$ cat config.mk
export PLATFORM = sky130hd
export DESIGN_NAME = class_file_header_parser
export DESIGN_NICKNAME = d
export VERILOG_FILES = /design/src/cfhp_pkg.sv /design/src/cfhp_step.sv /design/src/cfhp_outq.sv /design/src/class_file_header_parser.sv
export SDC_FILE = /design/constraint.sdc
export NUM_CORES = 1
export LEC_CHECK = 0
export BUFFER_PORTS_ARGS = -buffer_cell sky130_fd_sc_hd__clkbuf_2
export CAP_MARGIN = 20
export CORE_UTILIZATION = 32
export CTS_CLUSTER_SIZE = 28
export DETAILED_ROUTE_END_ITERATION = 8
export PLACE_DENSITY_LB_ADDON = 0.15
export REMOVE_ABC_BUFFERS = 1
export SYNTH_ARGS = -nofsm -noshare
export SYNTH_HDL_FRONTEND = slang
export SYNTH_HIERARCHICAL = 1
export SYNTH_SLANG_ARGS = --single-unit
export TNS_END_PERCENT = 50
$ cat constraint.sdc
create_clock -name clk -period 18.6 [get_ports clk]
set_input_delay 1.86 -clock clk [delete_from_list [all_inputs] [get_ports clk]]
set_output_delay 1.86 -clock clk [all_outputs]
set_load 0.02 [all_outputs]
$ cat src/cfhp_pkg.sv
// Types, codes and helpers shared by the class file header parser.
`timescale 1ns / 1ps
`default_nettype none
package cfhp_pkg;

  localparam logic [31:0] MAGIC_WORD = 32'hCAFEBABE;

  // parse phases
  localparam logic [3:0] PH_MAGIC     = 4'd0;
  localparam logic [3:0] PH_MINOR     = 4'd1;
  localparam logic [3:0] PH_MAJOR     = 4'd2;
  localparam logic [3:0] PH_POOLCOUNT = 4'd3;
  localparam logic [3:0] PH_TAG       = 4'd4;
  localparam logic [3:0] PH_OPER1     = 4'd5;
  localparam logic [3:0] PH_OPER2     = 4'd6;
  localparam logic [3:0] PH_FLAGS     = 4'd7;
  localparam logic [3:0] PH_THIS      = 4'd8;
  localparam logic [3:0] PH_SUPER     = 4'd9;
  localparam logic [3:0] PH_IFCOUNT   = 4'd10;
  localparam logic [3:0] PH_IFACE     = 4'd11;
  localparam logic [3:0] PH_IDLE      = 4'd12;

  // record kinds
  localparam logic [3:0] K_MINOR     = 4'd0;
  localparam logic [3:0] K_MAJOR     = 4'd1;
  localparam logic [3:0] K_POOLCOUNT = 4'd2;
  localparam logic [3:0] K_ENTRY     = 4'd3;
  localparam logic [3:0] K_FLAGS     = 4'd4;
  localparam logic [3:0] K_THIS      = 4'd5;
  localparam logic [3:0] K_SUPER     = 4'd6;
  localparam logic [3:0] K_IFCOUNT   = 4'd7;
  localparam logic [3:0] K_IFACE     = 4'd8;
  localparam logic [3:0] K_DONE      = 4'd9;
  localparam logic [3:0] K_ERROR     = 4'd10;

  // error codes
  localparam logic [1:0] ERR_NONE  = 2'd0;
  localparam logic [1:0] ERR_SHORT = 2'd1;
  localparam logic [1:0] ERR_MAGIC = 2'd2;
  localparam logic [1:0] ERR_TAG   = 2'd3;

  // constant pool tags
  localparam logic [7:0] TAG_INTEGER    = 8'd3;
  localparam logic [7:0] TAG_FLOAT      = 8'd4;
  localparam logic [7:0] TAG_LONG       = 8'd5;
  localparam logic [7:0] TAG_DOUBLE     = 8'd6;
  localparam logic [7:0] TAG_CLASS      = 8'd7;
  localparam logic [7:0] TAG_STRING     = 8'd8;
  localparam logic [7:0] TAG_FIELDREF   = 8'd9;
  localparam logic [7:0] TAG_METHODREF  = 8'd10;
  localparam logic [7:0] TAG_IMETHODREF = 8'd11;
  localparam logic [7:0] TAG_NAMETYPE   = 8'd12;
  localparam logic [7:0] TAG_MHANDLE    = 8'd15;
  localparam logic [7:0] TAG_MTYPE      = 8'd16;
  localparam logic [7:0] TAG_DYNAMIC    = 8'd17;
  localparam logic [7:0] TAG_INVDYN     = 8'd18;
  localparam logic [7:0] TAG_MODULE     = 8'd19;
  localparam logic [7:0] TAG_PACKAGE    = 8'd20;

  // output queue
  localparam int QDEPTH = 4;
  localparam int QAW    = 2;
  localparam int QLW    = 3;

  typedef struct packed {
    logic [7:0] data_byte;
    logic       end_of_file;
  } item_t;

  typedef struct packed {
    logic [3:0]  record_kind;
    logic [7:0]  entry_tag;
    logic [15:0] entry_index;
    logic [31:0] value_first;
    logic [31:0] value_second;
    logic [1:0]  error_code;
    logic        last_of_file;
  } rec_t;

  typedef struct packed {
    logic [3:0]  phase;
    logic [2:0]  nbytes;
    logic [31:0] acc;
    logic [31:0] first_op;
    logic [7:0]  tag;
    logic [15:0] slots_left;
    logic [15:0] slot_num;
    logic [15:0] if_left;
    logic [15:0] if_num;
  } state_t;

  typedef struct packed {
    logic [1:0] n;
    rec_t       first;
    rec_t       second;
  } push_t;

  typedef struct packed {
    logic [QLW-1:0] level;
    logic           room;
  } qstat_t;

  typedef struct packed {
    logic       ok;
    logic [2:0] w1;
    logic [2:0] w2;
  } tagw_t;

  // parser state after reset: expecting the magic word, everything else clear
  function automatic state_t rearm_state();
    state_t s;
    s = '0;
    s.phase = PH_MAGIC;
    return s;
  endfunction

  function automatic tagw_t tag_info(input logic [7:0] tag);
    tagw_t t;
    t = '0;
    unique case (tag)
      TAG_CLASS, TAG_STRING, TAG_MTYPE, TAG_MODULE, TAG_PACKAGE: begin
        t.ok = 1'b1; t.w1 = 3'd2;
      end
      TAG_FIELDREF, TAG_METHODREF, TAG_IMETHODREF, TAG_NAMETYPE,
      TAG_DYNAMIC, TAG_INVDYN: begin
        t.ok = 1'b1; t.w1 = 3'd2; t.w2 = 3'd2;
      end
      TAG_INTEGER, TAG_FLOAT: begin
        t.ok = 1'b1; t.w1 = 3'd4;
      end
      TAG_LONG, TAG_DOUBLE: begin
        t.ok = 1'b1; t.w1 = 3'd4; t.w2 = 3'd4;
      end
      TAG_MHANDLE: begin
        t.ok = 1'b1; t.w1 = 3'd1; t.w2 = 3'd2;
      end
      default: t = '0;
    endcase
    return t;
  endfunction

  function automatic rec_t make_rec(input logic [3:0] kind, input logic [7:0] tag,
                                    input logic [15:0] idx, input logic [31:0] v1,
                                    input logic [31:0] v2, input logic [1:0] err);
    rec_t r;
    r.record_kind  = kind;
    r.entry_tag    = tag;
    r.entry_index  = idx;
    r.value_first  = v1;
    r.value_second = v2;
    r.error_code   = err;
    r.last_of_file = 1'b0;
    return r;
  endfunction

endpackage
`default_nettype wire

$ cat src/cfhp_step.sv
// Parser step: next state and up to two records for one input byte.
`timescale 1ns / 1ps
`default_nettype none
module cfhp_step import cfhp_pkg::*; (
  input  var state_t st,
  input  var item_t  item,
  output state_t     st_next,
  output push_t      push
);

  logic [31:0] acc;
  logic [2:0]  cnt;
  logic [2:0]  width;
  tagw_t       tw;
  tagw_t       tw_cur;
  logic [15:0] step_n;
  logic [15:0] left_n;
  logic [15:0] ifl_n;
  rec_t        ra;
  logic        has_a;
  logic        has_done;
  logic        ended;
  state_t      nx;
  rec_t        o0;
  rec_t        o1;
  logic [1:0]  n;

  assign acc    = {st.acc[23:0], item.data_byte};
  assign cnt    = st.nbytes + 3'd1;
  assign tw_cur = tag_info(st.tag);
  assign tw     = tag_info(acc[7:0]);
  assign step_n = (st.tag == TAG_LONG || st.tag == TAG_DOUBLE) ? 16'd2 : 16'd1;
  assign left_n = (st.slots_left > step_n) ? st.slots_left - step_n : 16'd0;
  assign ifl_n  = st.if_left - 16'd1;

  always_comb begin
    unique case (st.phase)
      PH_MAGIC: width = 3'd4;
      PH_TAG:   width = 3'd1;
      PH_OPER1: width = (tw_cur.w1 != 3'd0) ? tw_cur.w1 : 3'd1;
      PH_OPER2: width = (tw_cur.w2 != 3'd0) ? tw_cur.w2 : 3'd1;
      default:  width = 3'd2;
    endcase
  end

  always_comb begin
    nx       = st;
    ra       = '0;
    has_a    = 1'b0;
    has_done = 1'b0;
    ended    = 1'b0;
    if (st.phase != PH_IDLE) begin
      if (cnt >= width) begin
        nx.nbytes = 3'd0;
        nx.acc    = 32'd0;
        unique case (st.phase)
          PH_MAGIC: begin
            if (acc != MAGIC_WORD) begin
              ra = make_rec(K_ERROR, 8'd0, 16'd0, 32'd0, 32'd0, ERR_MAGIC);
              has_a = 1'b1; ended = 1'b1; nx.phase = PH_IDLE;
            end else begin
              nx.phase = PH_MINOR;
            end
          end
          PH_MINOR: begin
            ra = make_rec(K_MINOR, 8'd0, 16'd0, acc, 32'd0, ERR_NONE);
            has_a = 1'b1; nx.phase = PH_MAJOR;
          end
          PH_MAJOR: begin
            ra = make_rec(K_MAJOR, 8'd0, 16'd0, acc, 32'd0, ERR_NONE);
            has_a = 1'b1; nx.phase = PH_POOLCOUNT;
          end
          PH_POOLCOUNT: begin
            ra = make_rec(K_POOLCOUNT, 8'd0, 16'd0, acc, 32'd0, ERR_NONE);
            has_a = 1'b1;
            nx.slots_left = (acc[15:0] != 16'd0) ? acc[15:0] - 16'd1 : 16'd0;
            nx.slot_num   = 16'd1;
            nx.phase      = (acc[15:0] > 16'd1) ? PH_TAG : PH_FLAGS;
          end
          PH_TAG: begin
            nx.tag = acc[7:0];
            if (!tw.ok) begin
              ra = make_rec(K_ERROR, 8'd0, 16'd0, 32'd0, 32'd0, ERR_TAG);
              has_a = 1'b1; ended = 1'b1; nx.phase = PH_IDLE;
            end else begin
              nx.phase = PH_OPER1;
            end
          end
          PH_OPER1: begin
            if (tw_cur.w2 == 3'd0) begin
              ra = make_rec(K_ENTRY, st.tag, st.slot_num, acc, 32'd0, ERR_NONE);
              has_a = 1'b1;
              nx.slots_left = left_n;
              nx.slot_num   = st.slot_num + step_n;
              nx.phase      = (left_n != 16'd0) ? PH_TAG : PH_FLAGS;
            end else begin
              nx.first_op = acc;
              nx.phase    = PH_OPER2;
            end
          end
          PH_OPER2: begin
            ra = make_rec(K_ENTRY, st.tag, st.slot_num, st.first_op, acc, ERR_NONE);
            has_a = 1'b1;
            nx.slots_left = left_n;
            nx.slot_num   = st.slot_num + step_n;
            nx.phase      = (left_n != 16'd0) ? PH_TAG : PH_FLAGS;
          end
          PH_FLAGS: begin
            ra = make_rec(K_FLAGS, 8'd0, 16'd0, acc, 32'd0, ERR_NONE);
            has_a = 1'b1; nx.phase = PH_THIS;
          end
          PH_THIS: begin
            ra = make_rec(K_THIS, 8'd0, 16'd0, acc, 32'd0, ERR_NONE);
            has_a = 1'b1; nx.phase = PH_SUPER;
          end
          PH_SUPER: begin
            ra = make_rec(K_SUPER, 8'd0, 16'd0, acc, 32'd0, ERR_NONE);
            has_a = 1'b1; nx.phase = PH_IFCOUNT;
          end
          PH_IFCOUNT: begin
            ra = make_rec(K_IFCOUNT, 8'd0, 16'd0, acc, 32'd0, ERR_NONE);
            has_a = 1'b1;
            nx.if_left = acc[15:0];
            nx.if_num  = 16'd0;
            if (acc[15:0] == 16'd0) begin
              has_done = 1'b1; ended = 1'b1; nx.phase = PH_IDLE;
            end else begin
              nx.phase = PH_IFACE;
            end
          end
          PH_IFACE: begin
            ra = make_rec(K_IFACE, 8'd0, st.if_num, acc, 32'd0, ERR_NONE);
            has_a = 1'b1;
            nx.if_num  = st.if_num + 16'd1;
            nx.if_left = ifl_n;
            if (ifl_n == 16'd0) begin
              has_done = 1'b1; ended = 1'b1; nx.phase = PH_IDLE;
            end
          end
          default: nx = st;
        endcase
      end else begin
        nx.acc    = acc;
        nx.nbytes = cnt;
      end
    end
  end

  // order the records and close the file on end_of_file
  always_comb begin
    o0 = '0;
    o1 = '0;
    n  = 2'd0;
    if (has_a) begin
      o0 = ra;
      n  = 2'd1;
    end
    if (has_done) begin
      o1 = make_rec(K_DONE, 8'd0, 16'd0, 32'd0, 32'd0, ERR_NONE);
      n  = 2'd2;
    end
    st_next = nx;
    if (item.end_of_file) begin
      if (ended) begin
        if (n == 2'd2) o1.last_of_file = 1'b1;
        else o0.last_of_file = 1'b1;
      end else if (nx.phase != PH_IDLE) begin
        if (n == 2'd0) begin
          o0 = make_rec(K_ERROR, 8'd0, 16'd0, 32'd0, 32'd0, ERR_SHORT);
          o0.last_of_file = 1'b1;
        end else begin
          o1 = make_rec(K_ERROR, 8'd0, 16'd0, 32'd0, 32'd0, ERR_SHORT);
          o1.last_of_file = 1'b1;
        end
        n = n + 2'd1;
      end
      st_next = '0;
      st_next.phase = PH_MAGIC;
    end
    push.n      = n;
    push.first  = o0;
    push.second = o1;
  end

endmodule
`default_nettype wire

$ cat src/cfhp_outq.sv
// Output record queue: takes up to two records a cycle, hands out one.
`timescale 1ns / 1ps
`default_nettype none
module cfhp_outq import cfhp_pkg::*; (
  input  var logic  clk,
  input  var logic  rst,
  input  var logic  wr_en,
  input  var push_t push,
  input  var logic  rd_en,
  output rec_t      rd_data,
  output qstat_t    stat
);

  rec_t           mem [QDEPTH];
  logic [QAW-1:0] wr_ptr;
  logic [QAW-1:0] rd_ptr;
  logic [QLW-1:0] level;
  logic [1:0]     n_eff;

  assign n_eff = wr_en ? push.n : 2'd0;

  always_ff @(posedge clk) begin
    if (n_eff != 2'd0) mem[wr_ptr] <= push.first;
    if (n_eff == 2'd2) mem[wr_ptr + QAW'(1)] <= push.second;
  end

  always_ff @(posedge clk) begin
    if (rst) begin
      wr_ptr <= '0;
      rd_ptr <= '0;
      level  <= '0;
    end else begin
      wr_ptr <= wr_ptr + QAW'(n_eff);
      if (rd_en) rd_ptr <= rd_ptr + QAW'(1);
      level <= level + QLW'(n_eff) - QLW'(rd_en);
    end
  end

  assign rd_data    = mem[rd_ptr];
  assign stat.level = level;
  assign stat.room  = (level <= QLW'(QDEPTH - 2));

endmodule
`default_nettype wire

$ cat src/class_file_header_parser.sv
// Top level of the streaming class file header parser.
// A record enters the record queue when the byte that completes it is taken.
// Throughput: one byte per cycle while the queue has room (item_stall low); a
// byte that yields two records has both absorbed by a four-entry record queue.
// Reset: parser returns to expecting the magic word and the queue empties;
// end_of_file rearms the parser the same way after its byte.
`timescale 1ns / 1ps
`default_nettype none
module class_file_header_parser import cfhp_pkg::*; (
  input  var logic  clk,
  input  var logic  rst,
  input  var logic  item_valid,
  output logic      item_stall,
  input  var item_t item,
  output logic      record_valid,
  input  var logic  record_stall,
  output rec_t      record
);

  state_t st;
  state_t st_next;
  push_t  push;
  qstat_t qstat;
  logic   accept;
  logic   pop;

  assign item_stall   = !qstat.room;
  assign accept       = item_valid && !item_stall;
  assign record_valid = (qstat.level != '0);
  assign pop          = record_valid && !record_stall;

  cfhp_step u_step (
    .st      (st),
    .item    (item),
    .st_next (st_next),
    .push    (push)
  );

  cfhp_outq u_outq (
    .clk     (clk),
    .rst     (rst),
    .wr_en   (accept),
    .push    (push),
    .rd_en   (pop),
    .rd_data (record),
    .stat    (qstat)
  );

  always_ff @(posedge clk) begin
    if (rst) begin
      st <= rearm_state();
    end else if (accept) begin
      st <= st_next;
    end
  end

  a_level_bound: assert property (@(posedge clk) disable iff (rst)
    qstat.level <= QLW'(QDEPTH))
    else $error("record queue overfilled");

  a_idle_silent: assert property (@(posedge clk) disable iff (rst)
    accept && st.phase == PH_IDLE && !item.end_of_file |-> push.n == 2'd0)
    else $error("record produced while parser idle");

  a_eof_rearm: assert property (@(posedge clk) disable iff (rst)
    accept && item.end_of_file |=> st.phase == PH_MAGIC && st.nbytes == 3'd0)
    else $error("parser not rearmed after end of file");

  a_no_push_full: assert property (@(posedge clk) disable iff (rst)
    !qstat.room |-> !accept)
    else $error("request taken without queue room");

endmodule
`default_nettype wire
# ---- Word level (Yosys, flattened, before mapping)
# Memories as Yosys holds them, arrays and structs flattened. A register that Yosys moved wholly into a read port is not among the register bits.
# Index checks and enable logic that the tools add are counted.
dict set report word_totals {
  reg_bits 142
  ramBits 380
  in_bits 13
  out_inout_bits 97
  n_memories 1
}
# name words word_bits read_ports rd_clocked_by_memory_dff write_ports line
set mem_list {}
lappend mem_list {u_outq.mem 4 95 1 1 2 cfhp_outq.sv:14} ;# rec_t mem [QDEPTH];
dict set report classes {
  add_sub_neg 12
  n_lt_le_gt_ge 4
  n_eq_ne 51
  n_mux 75
  reduce_logical 35
}
# cell count
set ops {}
lappend ops {{2-to-1 mux 95 bit} 12}
lappend ops {{case mux 95 bit (12 select lines)} 1}
lappend ops {{2-to-1 mux 143 bit} 2}
lappend ops {{2-to-1 mux 94 bit} 2}
lappend ops {{2-to-1 mux 104 bit} 1}
lappend ops {{equality test 8 x 4 -> 1 bit (second input constant)} 12}
lappend ops {{2-to-1 mux 32 bit} 3}
lappend ops {{case mux 32 bit (3 select lines)} 1}
lappend ops {{2-to-1 mux 93 bit} 1}
lappend ops {{equality test 8 x 5 -> 1 bit (second input constant)} 10}
lappend ops {{2-to-1 mux 35 bit} 2}
lappend ops {{equality test 8 x 3 -> 1 bit (second input constant)} 8}
lappend ops {{case mux 32 bit (2 select lines)} 1}
lappend ops {{case mux 4 bit (12 select lines)} 1}
lappend ops {{zero test 16 bit} 2}
lappend ops {{2-to-1 mux 16 bit} 2}
lappend ops {{inequality test 32 bit (second input constant)} 1}
lappend ops {{nonzero test 16 bit} 2}
lappend ops {{subtractor 16 x 1 -> 16 bit (second input constant)} 2}
lappend ops {{OR reduction 11 bit} 2}
lappend ops {{2-to-1 mux 1 bit} 20}
lappend ops {{2-to-1 mux 2 bit} 10}
lappend ops {{2-to-1 mux 4 bit} 5}
lappend ops {{adder 16 x 1 -> 16 bit (second input constant)} 1}
lappend ops {{46 further kinds} 73}

# ---- Depth between registers and ports, before layout
dict set report logic_depth {
  ltp_word 19
  depth_mapped 26
}

# ---- Cells and area by module
# The synthesis kept the hierarchy.
# mod instances cells_each area_per_inst_um2 seq_area_each_um2
set modules_own_cells {}
lappend modules_own_cells {cfhp_outq 1 973 18866.8 11591.1}
lappend modules_own_cells {cfhp_step 1 1174 6879.1 0.0}
lappend modules_own_cells {class_file_header_parser 1 656 6591.3 2862.7}

# ---- Worst setup path after synthesis
# No wires, ideal clock.
dict set report synth_path {
  path_type {input-to-reg}
  startpoint {input item[1] in the netlist's numbering}
  endpoint {memory u_outq/mem[1][0] in the netlist's numbering (enable)}
  setup_time_ps 549
  arrival_ps 8361
  required_ps 18051
  slack_ps 9690
  cell_stages 13
  path_cell_list {inv_1 -> ha_1 -> nor4b_1 -> nand4_1 -> o22ai_1 -> o311ai_0 -> o31ai_1 -> nand4_1 -> o2bb2ai_4 -> mux2_4 -> mux2_2 -> nand2_1 -> nor2_1}
}
# element line
set synth_lines {}
lappend synth_lines {{start: declaration} class_file_header_parser.sv:14} ;# input var item_t item,
lappend synth_lines {{end: declaration} cfhp_outq.sv:14}

==> impl_results.md <==
* Status: finished clean
* Die height at 318 um
* Die width at 318 um
* Root buffer cell: clkbuf_16
* CTS tree: yes
* Clock Latency Late Sink at ~630 ps
* Static leakage at 12.2 nW
* Max-capacitance violation count at 0
* Vias in the first global route at around 22000
* Post-Synthesis Cells at 2747
* Max_slew headroom at 0.263
* Slew at the pin with the worst max-slew slack at between 1000 and 1500 ps
* Post-DRT Antenna Nets at 0
* Worst path cell trace: or3_1, nor4_1, inv_1, ha_1, fa_1, nor3b_1, nand4_1, xor2_1, o21ai_0, nand4b_1, a32oi_1, o2bb2ai_4, a21oi_1, nor4bb_1, o21a_4, buf_4
* TNS Setup at 0 ps
* Tcrit/Tclk final at 0.401
* Final worst slack at around 11000 ps
* Vias at between 20000 and 25000
* CTS Hold Buffers Added at 0
* GR Util All Layers at 0.183
* Slew Limit Fails at 0
* Hold Fails Final Rpt at 0
* Achievable Freq at ~0.13 GHz
* Largest delay contributor family on the critical path: compound AO/OA/AOI/OAI gates
* Port-buffer cells at roughly 110
* Post-Route WL at about 94000 um
* Critical Path End Type: register
* Mean Syn Cell Area at 11.6 um^2
* Initial antenna violation count at 2
* Clk sink count at about 520
* CP required at ~19000 ps
* Area of the multi-input gates at between 15000 and 20000 um^2
* CTS H-tree depth at 3
* Worst vdd ir at approximately 50 uV
* Filler Cell Count at between 9000 and 10000
* Tmin final at 7450 ps
* GRT overflow at 0
* Starting Density at 0.323
* Post-cts resize count at 0
* Worst hold margin at 524 ps
* Crit path kind: reg -> reg
* CP arrival at 7680 ps
* Post-DP HPWL at 55600 um
* Area growth from synthesis to layout at 9.77%
* Critical path's largest stage delay at about 830 ps
* Buffer depth of the longest clock path at 3
* Synth warn at 6
* Io pins at 110
* Final setup vio count at 0
* Reg-to-reg slack, setup at roughly 11000 ps
* Type of the most critical hold path: reg -> reg
* Final #Nets at roughly 2800
* FF+latch area at around 14000 um^2
* Largest net degree at the start of global routing at a little over 100
* # DRC at 0
* Core Rows at between 100 and 150
* Fin Clk Skew at around 33 ps
* Netlist Area Pre-Place at approximately 32000 um^2
* Die area at 101000 um^2
* Core Box Area at slightly below 100000 um^2
* Layout cells sized above 1 at 0.323
* Worst-path clk slew at roughly 50 ps
* Setup WS pre-CTS at around 11000 ps
* # diodes at 0
* Routability cong. at slightly above 0.9
* Total chip power at approximately 3.2 mW
* First drt pass iteration count at 7
* Post-CTS setup buffers at 0
* Power Density at just over 90 nW/um^2
* Unrepaired setup endpoints after global routing: false
* First-pass GRT wire length at between 100000 and 150000 um
* Vias/cell at about 5.4
* Final Util at 0.355
* CTS Buf Count at 66
* Drt wl/cell at ~23 um
* Crit path max-delay cell type: o21a_4
* Crit start category: register
* Crit path buf inv count at 2
* 1st-iter DRT viols at approximately 1700
* Worst-path fanout max at 50
-- cells in the final DEF (no fill, tap or decap), drive strengths merged, types with 16 or more instances in the layout --
master    n
nor4     26
mux4     95
inv      32
nand3   182
mux2    382
edfxtp  380
ha       19
clkbuf  196
dfxtp   144
a21bo   135
o21ai    66
nor2    205
a22oi    51
a22o     16
clkinv   23
nand2    84
and3     47
xnor2    19
buf      49
nand3b   16
and2     17
conb     90
nor3     31
mux2i    38
xor2     19
a21oi   238
-- cell type report --
class                   count  share of cell area
clock inverters            27             0.00611
inverters                  31             0.00333
repair buffers            156              0.0267
well taps                1287              0.0460
clock buffers              89              0.0530
multi-input cells        1941               0.456
flip-flops and latches    524               0.409
-- routing by layer --
| metal | vias up | share of wire | track usage |
|---|---|---|---|
| met5 | - | 0 | 0 |
| met4 | 0 | 0.016 | 0.0394 |
| met3 | 108 | 0.041 | 0.0247 |
| met2 | 514 | 0.49 | 0.310 |
| met1 | 11300 | 0.45 | 0.247 |
| li1 | 10200 | - | - |
-- power breakdown --
group          internal, mW  switching (mW)
Sequential             1.29          0.0480
Clock                 0.739           0.512
Combinational         0.219           0.422
-- worst paths after layout --
kind	endpoint	depth (start not counted)	from
max	u_outq/mem[2][55]	16	st[69]
min	u_outq/rd_ptr[1]	2	u_outq/rd_ptr[1]
max reg2reg	u_outq/mem[2][55]	16	st[69]
min reg2reg	u_outq/rd_ptr[1]	2	u_outq/rd_ptr[1]
-- sequential cells by signal, indices dropped and copies added (netlist names), named ones only --
name / flops
u_outq/level: 3
u_outq/wr_ptr: 2
u_outq/mem: 380
st: 135
u_outq/rd_ptr: 2
-- stage by stage --
step / area [um^2] / std cells
after floorplan: 30300 / 2496
after global placement: 32900 / 3938
after detailed placement: 32900 / 3938
after CTS: 35000 / 4054
after global routing: 35000 / 4055
final: 35000 / 4055
-- worst reg2reg max path: stages (launching register included) --
cell       delay [ps]
dfxtp_1           340
or3_1             460
nor4_1            600
inv_1             290
ha_1              300
fa_1              580
nor3b_1           250
nand4_1           130
xor2_1            180
o21ai_0           150
nand4b_1          300
a32oi_1           550
o2bb2ai_4         180
a21oi_1           630
nor4bb_1          440
o21a_4            830
buf_4             790
Note: power is estimated with default switching activity, not from simulation.
